### config.mk
export PLATFORM = sky130hd
export DESIGN_NAME = irq_paced_fifo_drain_sequencer
export DESIGN_NICKNAME = d
export VERILOG_FILES = /design/src/rtl/ipfds_pkg.sv /design/src/rtl/ipfds_cfg.sv /design/src/rtl/ipfds_step.sv /design/src/rtl/irq_paced_fifo_drain_sequencer.sv
export VERILOG_INCLUDE_DIRS = /design/src /design/src/rtl
export SDC_FILE = /design/constraint.sdc
export NUM_CORES = 1
export LEC_CHECK = 0
export BUFFER_PORTS_ARGS = -buffer_cell sky130_fd_sc_hd__clkbuf_2
export CAP_MARGIN = 20
export CORE_MARGIN = 4
export CORE_UTILIZATION = 51
export CTS_CLUSTER_DIAMETER = 150
export DETAILED_ROUTE_END_ITERATION = 10
export MAX_ROUTING_LAYER = met4
export PLACE_DENSITY = 0.75
export SYNTH_ARGS = -nofsm -noshare
export SYNTH_HDL_FRONTEND = slang
export SYNTH_SLANG_ARGS = --single-unit
### constraint.sdc
create_clock -name clk -period 5.7 [get_ports clk]
set_input_delay 0.57 -clock clk [delete_from_list [all_inputs] [get_ports clk]]
set_output_delay 0.57 -clock clk [all_outputs]
set_load 0.01 [all_outputs]
### src/rtl/irq_paced_fifo_drain_sequencer_assert.svh
// Assertion macros shared by the sequencer RTL.
`ifndef IRQ_PACED_FIFO_DRAIN_SEQUENCER_ASSERT_SVH
`define IRQ_PACED_FIFO_DRAIN_SEQUENCER_ASSERT_SVH

// Same-cycle implication, checked outside reset.
`define IPFDS_ASSERT_SAME(label, clock, resetn, ante, cons, msg) \
    label: assert property (@(posedge clock) disable iff (!resetn) (ante) |-> (cons)) \
        else $error(msg);

// Next-cycle implication, checked outside reset.
`define IPFDS_ASSERT_NEXT(label, clock, resetn, ante, cons, msg) \
    label: assert property (@(posedge clock) disable iff (!resetn) (ante) |=> (cons)) \
        else $error(msg);

`endif

### src/rtl/ipfds_pkg.sv
`timescale 1ns / 1ps

package ipfds_pkg;

    localparam int NUM_SLOTS = 4;
    localparam int SLOT_W = (NUM_SLOTS > 1) ? $clog2(NUM_SLOTS) : 1;
    localparam int IDX_W = 4;

    localparam int STATUS_LSB = 9;
    localparam int STATUS_W = 3;

    localparam logic [7:0] READ_OVERHEAD = 8'd2;
    localparam logic [7:0] CLEAR_LEN = 8'd4;
    localparam logic [7:0] CMD_LEN = 8'd2;
    localparam logic [7:0] RESP_LEN = 8'd6;
    localparam logic [7:0] MAX_LEN = 8'd255;

    localparam logic [7:0] DRAIN_BYTES_RESET = 8'd126;
    localparam logic [2:0] OK_CODE_RESET = 3'd0;
    localparam logic [2:0] DATA_CODE_RESET = 3'd1;

    localparam logic [1:0] CFG_DRAIN_BYTES = 2'd0;
    localparam logic [1:0] CFG_OK_CODE = 2'd1;
    localparam logic [1:0] CFG_DATA_CODE = 2'd2;

    localparam logic [2:0] FN_IRQ_EDGE = 3'd0;
    localparam logic [2:0] FN_BUSY_FALL = 3'd1;
    localparam logic [2:0] FN_FRAME_DONE = 3'd2;
    localparam logic [2:0] FN_RELEASE = 3'd3;

    localparam logic [2:0] FR_NONE = 3'd0;
    localparam logic [2:0] FR_FIFO_READ = 3'd1;
    localparam logic [2:0] FR_CLEAR_FIFO = 3'd2;
    localparam logic [2:0] FR_IRQ_CMD = 3'd3;
    localparam logic [2:0] FR_IRQ_RESP = 3'd4;

    localparam logic [2:0] EV_NONE = 3'd0;
    localparam logic [2:0] EV_STARTED = 3'd1;
    localparam logic [2:0] EV_RESTARTED = 3'd2;
    localparam logic [2:0] EV_CHAIN_ERR = 3'd3;
    localparam logic [2:0] EV_SKIP_FULL = 3'd4;
    localparam logic [2:0] EV_SKIP_BUSY = 3'd5;
    localparam logic [2:0] EV_FINISHED = 3'd6;

    typedef enum logic [3:0] {
        PH_IDLE       = 4'd0,
        PH_WAIT_READ  = 4'd1,
        PH_READ       = 4'd2,
        PH_WAIT_CLEAR = 4'd3,
        PH_CLEAR      = 4'd4,
        PH_WAIT_CMD   = 4'd5,
        PH_CMD        = 4'd6,
        PH_WAIT_RESP  = 4'd7,
        PH_RESP       = 4'd8
    } phase_t;

    typedef struct packed {
        logic [2:0]  func;
        logic        busy_level;
        logic        line_high;
        logic        frame_ok;
        logic [15:0] stat_word;
        logic        abort_req;
        logic        loop_drain_active;
        logic        loop_drain_terminal;
        logic        bus_in_flight;
        logic        post_accepted;
    } evt_item_t;

    typedef struct packed {
        logic [2:0] post_frame;
        logic [7:0] frame_length;
        logic [3:0] fill_index;
        logic       raise_nss;
        logic       busy_irq_armed;
        logic [3:0] chain_phase;
        logic       parse_ready;
        logic [3:0] parse_index;
        logic [2:0] event_code;
    } res_item_t;

    typedef struct packed {
        logic [7:0] drain_bytes;
        logic [2:0] ok_status_code;
        logic [2:0] data_status_code;
    } cfg_t;

    function automatic logic [SLOT_W-1:0] slot_inc(input logic [SLOT_W-1:0] p);
        logic [SLOT_W-1:0] r;
        if (p == SLOT_W'(NUM_SLOTS - 1))
        begin
            r = '0;
        end
        else
        begin
            r = p + 1'b1;
        end
        return r;
    endfunction

    function automatic phase_t phase_inc(input phase_t p);
        return phase_t'(p + 4'd1);
    endfunction

    function automatic logic [2:0] frame_of(input phase_t p);
        logic [2:0] r;
        case (p)
            PH_WAIT_READ:  r = FR_FIFO_READ;
            PH_WAIT_CLEAR: r = FR_CLEAR_FIFO;
            PH_WAIT_CMD:   r = FR_IRQ_CMD;
            PH_WAIT_RESP:  r = FR_IRQ_RESP;
            default:       r = FR_NONE;
        endcase
        return r;
    endfunction

    function automatic logic [7:0] frame_len(input phase_t p, input logic [7:0] drain);
        logic [8:0] sum;
        logic [7:0] r;
        sum = {1'b0, drain} + {1'b0, READ_OVERHEAD};
        case (p)
            PH_WAIT_READ:  r = sum[8] ? MAX_LEN : sum[7:0];
            PH_WAIT_CLEAR: r = CLEAR_LEN;
            PH_WAIT_CMD:   r = CMD_LEN;
            PH_WAIT_RESP:  r = RESP_LEN;
            default:       r = 8'd0;
        endcase
        return r;
    endfunction

endpackage

### src/rtl/ipfds_cfg.sv
`timescale 1ns / 1ps

module ipfds_cfg
    import ipfds_pkg::*;
(
    input  logic       clk,
    input  logic       rst_n,
    input  logic       wr_en,
    input  logic [1:0] wr_index,
    input  logic [7:0] wr_data,
    output cfg_t       cfg
);

    logic [7:0] drain_bytes_reg;
    logic [2:0] ok_code_reg;
    logic [2:0] data_code_reg;

    always_ff @(posedge clk or negedge rst_n)
    begin
        if (!rst_n)
        begin
            drain_bytes_reg <= DRAIN_BYTES_RESET;
            ok_code_reg     <= OK_CODE_RESET;
            data_code_reg   <= DATA_CODE_RESET;
        end
        else if (wr_en)
        begin
            case (wr_index)
                CFG_DRAIN_BYTES: drain_bytes_reg <= wr_data;
                CFG_OK_CODE:     ok_code_reg <= wr_data[2:0];
                CFG_DATA_CODE:   data_code_reg <= wr_data[2:0];
                default:         ;
            endcase
        end
    end

    assign cfg.drain_bytes      = drain_bytes_reg;
    assign cfg.ok_status_code   = ok_code_reg;
    assign cfg.data_status_code = data_code_reg;

endmodule

### src/rtl/ipfds_step.sv
`timescale 1ns / 1ps

module ipfds_step
    import ipfds_pkg::*;
(
    input  logic      clk,
    input  logic      rst_n,
    input  logic      step_en,
    input  evt_item_t item,
    input  cfg_t      cfg,
    output res_item_t result
);

    phase_t                phase_reg;
    phase_t                phase_next;
    logic [SLOT_W-1:0]     fill_reg;
    logic [SLOT_W-1:0]     fill_next;
    logic [SLOT_W-1:0]     parse_reg;
    logic [SLOT_W-1:0]     parse_next;
    logic [NUM_SLOTS-1:0]  slot_reg;
    logic [NUM_SLOTS-1:0]  slot_next;
    logic                  armed_reg;
    logic                  armed_next;

    logic [STATUS_W-1:0]   status_code;
    logic                  stat_good;
    logic                  filled_f;
    logic                  is_wait;
    logic                  is_fly;
    logic                  fly_fail;
    logic                  loop_blocks;
    logic                  edge_start;
    logic                  resp_ok;
    logic                  restart;

    logic [2:0]            frame_out;
    logic [7:0]            len_out;
    logic                  nss_out;
    logic [2:0]            event_out;

    assign status_code = item.stat_word[STATUS_LSB +: STATUS_W];
    assign stat_good   = (status_code == cfg.ok_status_code) ||
                         (status_code == cfg.data_status_code);
    assign filled_f    = slot_reg[fill_reg];
    assign is_wait     = (phase_reg == PH_WAIT_READ) || (phase_reg == PH_WAIT_CLEAR) ||
                         (phase_reg == PH_WAIT_CMD) || (phase_reg == PH_WAIT_RESP);
    assign is_fly      = (phase_reg == PH_READ) || (phase_reg == PH_CLEAR) ||
                         (phase_reg == PH_CMD);
    assign fly_fail    = !item.frame_ok || ((phase_reg == PH_READ) && !stat_good);
    assign loop_blocks = item.loop_drain_active &&
                         (item.bus_in_flight || item.loop_drain_terminal);
    assign edge_start  = (item.func == FN_IRQ_EDGE) && !item.abort_req && !filled_f &&
                         (phase_reg == PH_IDLE) && !loop_blocks;
    assign resp_ok     = (item.func == FN_FRAME_DONE) && !item.abort_req &&
                         (phase_reg == PH_RESP) && item.frame_ok && stat_good;
    assign restart     = resp_ok && item.line_high && !filled_f;

    always_comb
    begin
        phase_next = phase_reg;
        fill_next  = fill_reg;
        parse_next = parse_reg;
        slot_next  = slot_reg;
        armed_next = armed_reg;
        case (item.func)
            FN_IRQ_EDGE:
            begin
                if (edge_start)
                begin
                    if (item.busy_level)
                    begin
                        phase_next = PH_WAIT_READ;
                        armed_next = 1'b1;
                    end
                    else if (item.post_accepted)
                    begin
                        phase_next = PH_READ;
                    end
                    else
                    begin
                        phase_next = PH_IDLE;
                        armed_next = 1'b0;
                    end
                end
            end
            FN_BUSY_FALL:
            begin
                armed_next = 1'b0;
                if (item.abort_req)
                begin
                    phase_next = PH_IDLE;
                end
                else if (is_wait)
                begin
                    phase_next = item.post_accepted ? phase_inc(phase_reg) : PH_IDLE;
                end
            end
            FN_FRAME_DONE:
            begin
                if (item.abort_req)
                begin
                    armed_next = 1'b0;
                    phase_next = PH_IDLE;
                end
                else if (is_fly)
                begin
                    if (fly_fail)
                    begin
                        armed_next = 1'b0;
                        phase_next = PH_IDLE;
                    end
                    else
                    begin
                        if (phase_reg == PH_READ)
                        begin
                            slot_next[fill_reg] = 1'b1;
                            fill_next = slot_inc(fill_reg);
                        end
                        phase_next = phase_inc(phase_reg);
                        armed_next = 1'b1;
                    end
                end
                else if (phase_reg == PH_RESP)
                begin
                    if (!resp_ok)
                    begin
                        armed_next = 1'b0;
                        phase_next = PH_IDLE;
                    end
                    else if (restart)
                    begin
                        if (item.busy_level)
                        begin
                            phase_next = PH_WAIT_READ;
                            armed_next = 1'b1;
                        end
                        else if (item.post_accepted)
                        begin
                            phase_next = PH_READ;
                        end
                        else
                        begin
                            phase_next = PH_IDLE;
                            armed_next = 1'b0;
                        end
                    end
                    else
                    begin
                        phase_next = PH_IDLE;
                    end
                end
            end
            FN_RELEASE:
            begin
                slot_next[parse_reg] = 1'b0;
                parse_next = slot_inc(parse_reg);
            end
            default:
            begin
            end
        endcase
    end

    always_comb
    begin
        frame_out = FR_NONE;
        len_out   = 8'd0;
        nss_out   = 1'b0;
        event_out = EV_NONE;
        case (item.func)
            FN_IRQ_EDGE:
            begin
                if (!item.abort_req)
                begin
                    if (filled_f)
                    begin
                        event_out = EV_SKIP_FULL;
                    end
                    else if (phase_reg == PH_IDLE)
                    begin
                        if (loop_blocks)
                        begin
                            event_out = EV_SKIP_BUSY;
                        end
                        else
                        begin
                            event_out = EV_STARTED;
                            if (!item.busy_level)
                            begin
                                if (item.post_accepted)
                                begin
                                    frame_out = FR_FIFO_READ;
                                    len_out   = frame_len(PH_WAIT_READ, cfg.drain_bytes);
                                end
                                else
                                begin
                                    event_out = EV_CHAIN_ERR;
                                    nss_out   = 1'b1;
                                end
                            end
                        end
                    end
                end
            end
            FN_BUSY_FALL:
            begin
                if (item.abort_req)
                begin
                    nss_out = 1'b1;
                end
                else if (is_wait)
                begin
                    if (item.post_accepted)
                    begin
                        frame_out = frame_of(phase_reg);
                        len_out   = frame_len(phase_reg, cfg.drain_bytes);
                    end
                    else
                    begin
                        event_out = EV_CHAIN_ERR;
                        nss_out   = 1'b1;
                    end
                end
            end
            FN_FRAME_DONE:
            begin
                if (item.abort_req)
                begin
                    nss_out = 1'b1;
                end
                else if (is_fly)
                begin
                    nss_out = 1'b1;
                    if (fly_fail)
                    begin
                        event_out = EV_CHAIN_ERR;
                    end
                end
                else if (phase_reg == PH_RESP)
                begin
                    nss_out = 1'b1;
                    if (!resp_ok)
                    begin
                        event_out = EV_CHAIN_ERR;
                    end
                    else if (restart)
                    begin
                        event_out = EV_RESTARTED;
                        if (!item.busy_level)
                        begin
                            if (item.post_accepted)
                            begin
                                frame_out = FR_FIFO_READ;
                                len_out   = frame_len(PH_WAIT_READ, cfg.drain_bytes);
                            end
                            else
                            begin
                                event_out = EV_CHAIN_ERR;
                            end
                        end
                    end
                    else
                    begin
                        event_out = EV_FINISHED;
                    end
                end
            end
            default:
            begin
            end
        endcase
    end

    always_ff @(posedge clk or negedge rst_n)
    begin
        if (!rst_n)
        begin
            phase_reg <= PH_IDLE;
            fill_reg  <= '0;
            parse_reg <= '0;
            slot_reg  <= '0;
            armed_reg <= 1'b0;
        end
        else if (step_en)
        begin
            phase_reg <= phase_next;
            fill_reg  <= fill_next;
            parse_reg <= parse_next;
            slot_reg  <= slot_next;
            armed_reg <= armed_next;
        end
    end

    assign result.post_frame     = frame_out;
    assign result.frame_length   = len_out;
    assign result.fill_index     = IDX_W'(fill_next);
    assign result.raise_nss      = nss_out;
    assign result.busy_irq_armed = armed_next;
    assign result.chain_phase    = phase_next;
    assign result.parse_ready    = slot_next[parse_next];
    assign result.parse_index    = IDX_W'(parse_next);
    assign result.event_code     = event_out;

endmodule

### src/rtl/irq_paced_fifo_drain_sequencer.sv
`timescale 1ns / 1ps
// An accepted event is held in the input register; its result goes into the result register and drives res.
// Throughput: one event per cycle; the input register and result register pass one item
// per cycle, and evt_ready falls only while a result is held by res_ready low.
// Reset: rst_n clears the chain to idle, both ring indices, all slot flags and the BUSY arm,
// and loads the configuration registers with 126, 0 and 1; no clearing pass is needed.

`include "irq_paced_fifo_drain_sequencer_assert.svh"

module irq_paced_fifo_drain_sequencer
    import ipfds_pkg::*;
(
    input  logic       clk,
    input  logic       rst_n,
    input  logic       evt_valid,
    output logic       evt_ready,
    input  evt_item_t  evt,
    output logic       res_valid,
    input  logic       res_ready,
    output res_item_t  res,
    input  logic       cfg_valid,
    output logic       cfg_ready,
    input  logic [1:0] cfg_index,
    input  logic [7:0] cfg_data
);

    logic      in_valid_reg;
    evt_item_t in_item_reg;
    logic      out_valid_reg;
    res_item_t out_item_reg;
    logic      advance;
    cfg_t      cfg;
    res_item_t step_result;

    assign advance   = in_valid_reg && (!out_valid_reg || res_ready);
    assign evt_ready = !in_valid_reg || advance;
    assign cfg_ready = 1'b1;

    ipfds_cfg u_cfg (
        .clk      (clk),
        .rst_n    (rst_n),
        .wr_en    (cfg_valid && cfg_ready),
        .wr_index (cfg_index),
        .wr_data  (cfg_data),
        .cfg      (cfg)
    );

    ipfds_step u_step (
        .clk     (clk),
        .rst_n   (rst_n),
        .step_en (advance),
        .item    (in_item_reg),
        .cfg     (cfg),
        .result  (step_result)
    );

    always_ff @(posedge clk or negedge rst_n)
    begin
        if (!rst_n)
        begin
            in_valid_reg  <= 1'b0;
            out_valid_reg <= 1'b0;
        end
        else
        begin
            if (evt_valid && evt_ready)
            begin
                in_valid_reg <= 1'b1;
            end
            else if (advance)
            begin
                in_valid_reg <= 1'b0;
            end
            if (advance)
            begin
                out_valid_reg <= 1'b1;
            end
            else if (res_ready)
            begin
                out_valid_reg <= 1'b0;
            end
        end
    end

    always_ff @(posedge clk)
    begin
        if (evt_valid && evt_ready)
        begin
            in_item_reg <= evt;
        end
        if (advance)
        begin
            out_item_reg <= step_result;
        end
    end

    assign res_valid = out_valid_reg;
    assign res       = out_item_reg;

    `IPFDS_ASSERT_SAME(a_stall_only_on_full, clk, rst_n, !evt_ready,
        res_valid && !res_ready, "Input stalled without a held result.")
    `IPFDS_ASSERT_NEXT(a_step_gives_result, clk, rst_n, advance, res_valid,
        "Processed transaction produced no result.")
    `IPFDS_ASSERT_SAME(a_post_has_length, clk, rst_n, res_valid && (res.post_frame != FR_NONE),
        res.frame_length != 8'd0, "Posted frame with zero length.")
    `IPFDS_ASSERT_SAME(a_post_sets_phase, clk, rst_n, res_valid && (res.post_frame != FR_NONE),
        res.chain_phase == {res.post_frame, 1'b0}, "Posted frame not in flight.")

endmodule

==> summary.md <==
| Metric | Value |
|---|---|
| Multi-input logic area | 1630 um^2 |
| Max incr delay on CP | 500 ps |
| Syn avg cell area | 11.5 um^2 |
| PortBufs | 55 |
| Pre-antenna DRT Iters | 4 |
| Metal3 WL | 408 um |
| Clock slew at reported path FFs | 70 ps |
| Die Wd | 92.7 um |
| Mapped Cells | 317 |
| Root Buffer Master | clkbuf_8 |
| P&R area growth vs syn | 14.1% |
| VDD IR-drop max | 0.000161 V |
| Crit path launch type | register |
| Worst skew pair latency | 340 ps |
| Crit path max fanout | 9 |
| Uppermost layer routed | met4 |
| HP Class | primary input to async pin |
| Worst hold slack | 292 ps |
| CTS resizes | 0 |
| Clock Tree Buf Depth | 2 |
| Die height | 92.7 um |
| Drt drc | 0 |
| Slew @ Worst Pin | 805 ps |
| Placed Area | 3990 um^2 |
| Final period util | 45.8% |
| First-pass GRT wire length | 11,900 um |
| Unique masters post-synth | 66 |
| CORE AREA | 6870 um^2 |
| Initial antenna violation count | 0 |
| Cell row count | 30 |
| M1 WL | 3170 um |
| Worst Path Required | 5770 ps |
| Placer Congestion | 0.908 |
| Antenna-violating nets left | 0 |
| Routed vias | 2,569 |
| Leading area contributor after synthesis | edfxtp_1 |
| Drt wl/cell | 14.8 um |
| Status | completed |
| Via density | 5.42 |
| Cell family with most CP delay | simple AND/OR/NAND/NOR gates |
| CP Capture Type | register |
| Power density cells | 312 nW/um^2 |
| PnR Total Power | 1300 uW |
| Max frequency | 383 MHz |
| Synth warn | 0 |
| Largest net degree at the start of global routing | 30 |
| Slowest-stage cell, CP | or3b_2 |
| Die Area | 8600 um^2 |
| Rel. slew slack | 45.6% |
| Post-Route WL | 7020 um |
| TritonCTS clock tree | yes |
| CP Class | register to register |
| Max FFs per register | 25 |
| Synthesized flop and latch total | 68 |
| Cell area after layout | 4180 um^2 |
| Leakage power | 0.00169 uW |
| Post-layout net count | 428 |
| Register area share after synthesis | 52.1% |
| Maxcap violations | 0 |
| CTS H-tree depth | 3 |
| IO Pins | 74 |
| # diodes | 0 |
| Final Skew | 10.9 ps |
| Crit path cell chain | inv_1 -> ha_1 -> or3b_2 -> nor2_1 -> nand2_2 -> o211a_1 -> a31oi_1 -> nand3_1 |
| GRT overflow | 0 |
| CP bufs+invs | 1 |
| Async set-reset flop share out of synthesis | 42.6% |
| WP data arrival | 2680 ps |
| Starting Density | 53.3% |
| Netlist Area Pre-Place | 3660 um^2 |
| Inserted Clock Buffers | 9 |
| GRT Total Usage | 18.0% |
| Num Clock Sinks | 68 |
| Hpwl dp | 5230 um |
| # setup viols final | 0 |
| Filler cells | 584 |
| Synth area leaders | edfxtp_1 (32%), dfrtp_1 (15%), mux2_2 (5.2%), dfstp_2 (5.0%), ha_1 (4.4%) |
| Post-synth EDFFs | 39 |
| Layout cells sized above 1 | 32.3% |
| Final Hold Fails | 0 |
| Final setup TNS | 0 ps |
| Routed wl met2 | 3380 um |
| Initial drt markers | 213 |
| Tmin final | 2610 ps |
| Yosys top cell area share | 32.0% |
| Final Max Slew Viols | 0 |
| FF+latch area | 1910 um^2 |
| # Post-CTS Setup Buffers | 0 |
| Post-CTS Hold Fix Bufs | 0 |
| Top FF cell, synth | edfxtp_1 |
| Vias in the first global route | 2,519 |
| RSZ-0062 raised after global routing | no |
-- final timing paths --
kind                                     start                   to  slack [ps]  cells after the start
setup / recovery           u_step.phase_reg[0]              res[12]        3090                      8
hold / removal                           rst_n   u_step.fill_reg[1]         290                      1
setup reg to reg           u_step.phase_reg[0]              res[12]        3090                      8
hold reg to reg                   in_valid_reg            res_valid         510                      1
max in group asynchronous                rst_n  u_step.phase_reg[0]        4910                      1
min in group clk                       evt[16]      in_item_reg[16]         400                      1
-- cell type report --
| cell class | count | share of cell area (%) |
|---|---|---|
| clock inverter | 6 | 1.56 |
| multi-input combinational | 225 | 39.0 |
| sequential | 68 | 45.6 |
| inverter | 13 | 1.17 |
| tap | 96 | 2.88 |
| clock buffer | 10 | 3.05 |
| timing repair buffer | 56 | 6.77 |
-- power by group --
group | switching, uW | total (uW) | internal, uW
Combinational | 154 | 273 | 118
Sequential | 55.1 | 650 | 594
Clock | 180 | 382 | 202
-- metal layers --
layer	up-vias	track usage, %
li1	1270	-
met1	1215	23.0
met2	76	28.8
met3	8	4.39
met4	0	5.25
met5	-	-
-- Yosys cell counts (5+ instances only) --
cell type and number:
a21oi_1 12, mux2i_1 5, o21ai_0 15, nand2_1 25
dfstp_2 7, nor3_1 7, a31oi_1 5, inv_1 13
nand2b_1 5, edfxtp_1 39, dfrtp_1 22, clkbuf_1 5
nor2_1 19, xnor2_1 8, nand3_1 10, ha_1 13
buf_4 8, mux2_2 17
-- metrics by stage --
stage / std cells / setup WS [ps] / utilization [%]
final: 474 / 3090 / 60.8
after global routing: 474 / 2940 / 60.8
after CTS: 474 / 3130 / 60.8
after detailed placement: 458 / 3160 / 58.0
after global placement: 458 / 3090 / 58.0
after floorplan: 320 / 3450 / -
-- cells by family (layout without fill, tap and decap cells) --
logic type               Yosys count  in the layout  synth area share (%)
AO/OA/AOI/OAI                     67             67                  13.2
XOR/XNOR                           9              9                  2.15
adder cells (fa/ha/maj)           13             13                  4.44
buffers and inverters             27             85                  3.79
flip-flops                        68             68                  52.1
multiplexers                      25             25                  8.03
other                              2              5                 0.205
AND/OR/NAND/NOR                  106            106                  16.2
-- layout by cell type (no fill, tap or decap), drive strengths merged, types with 3 or more instances in the layout --
| cell | count |
|---|---|
| a21oi | 13 |
| a22o | 4 |
| a31oi | 5 |
| and2 | 5 |
| and3 | 3 |
| clkbuf | 65 |
| clkinv | 4 |
| conb | 5 |
| dfrtp | 22 |
| dfstp | 7 |
| edfxtp | 39 |
| ha | 13 |
| inv | 13 |
| mux2 | 19 |
| mux2i | 5 |
| nand2 | 26 |
| nand2b | 5 |
| nand3 | 10 |
| nand3b | 4 |
| nor2 | 23 |
| nor3 | 9 |
| o211a | 3 |
| o211ai | 3 |
| o21a | 3 |
| o21ai | 19 |
| or3 | 3 |
| xnor2 | 8 |
(Power assumes the default switching activity.)
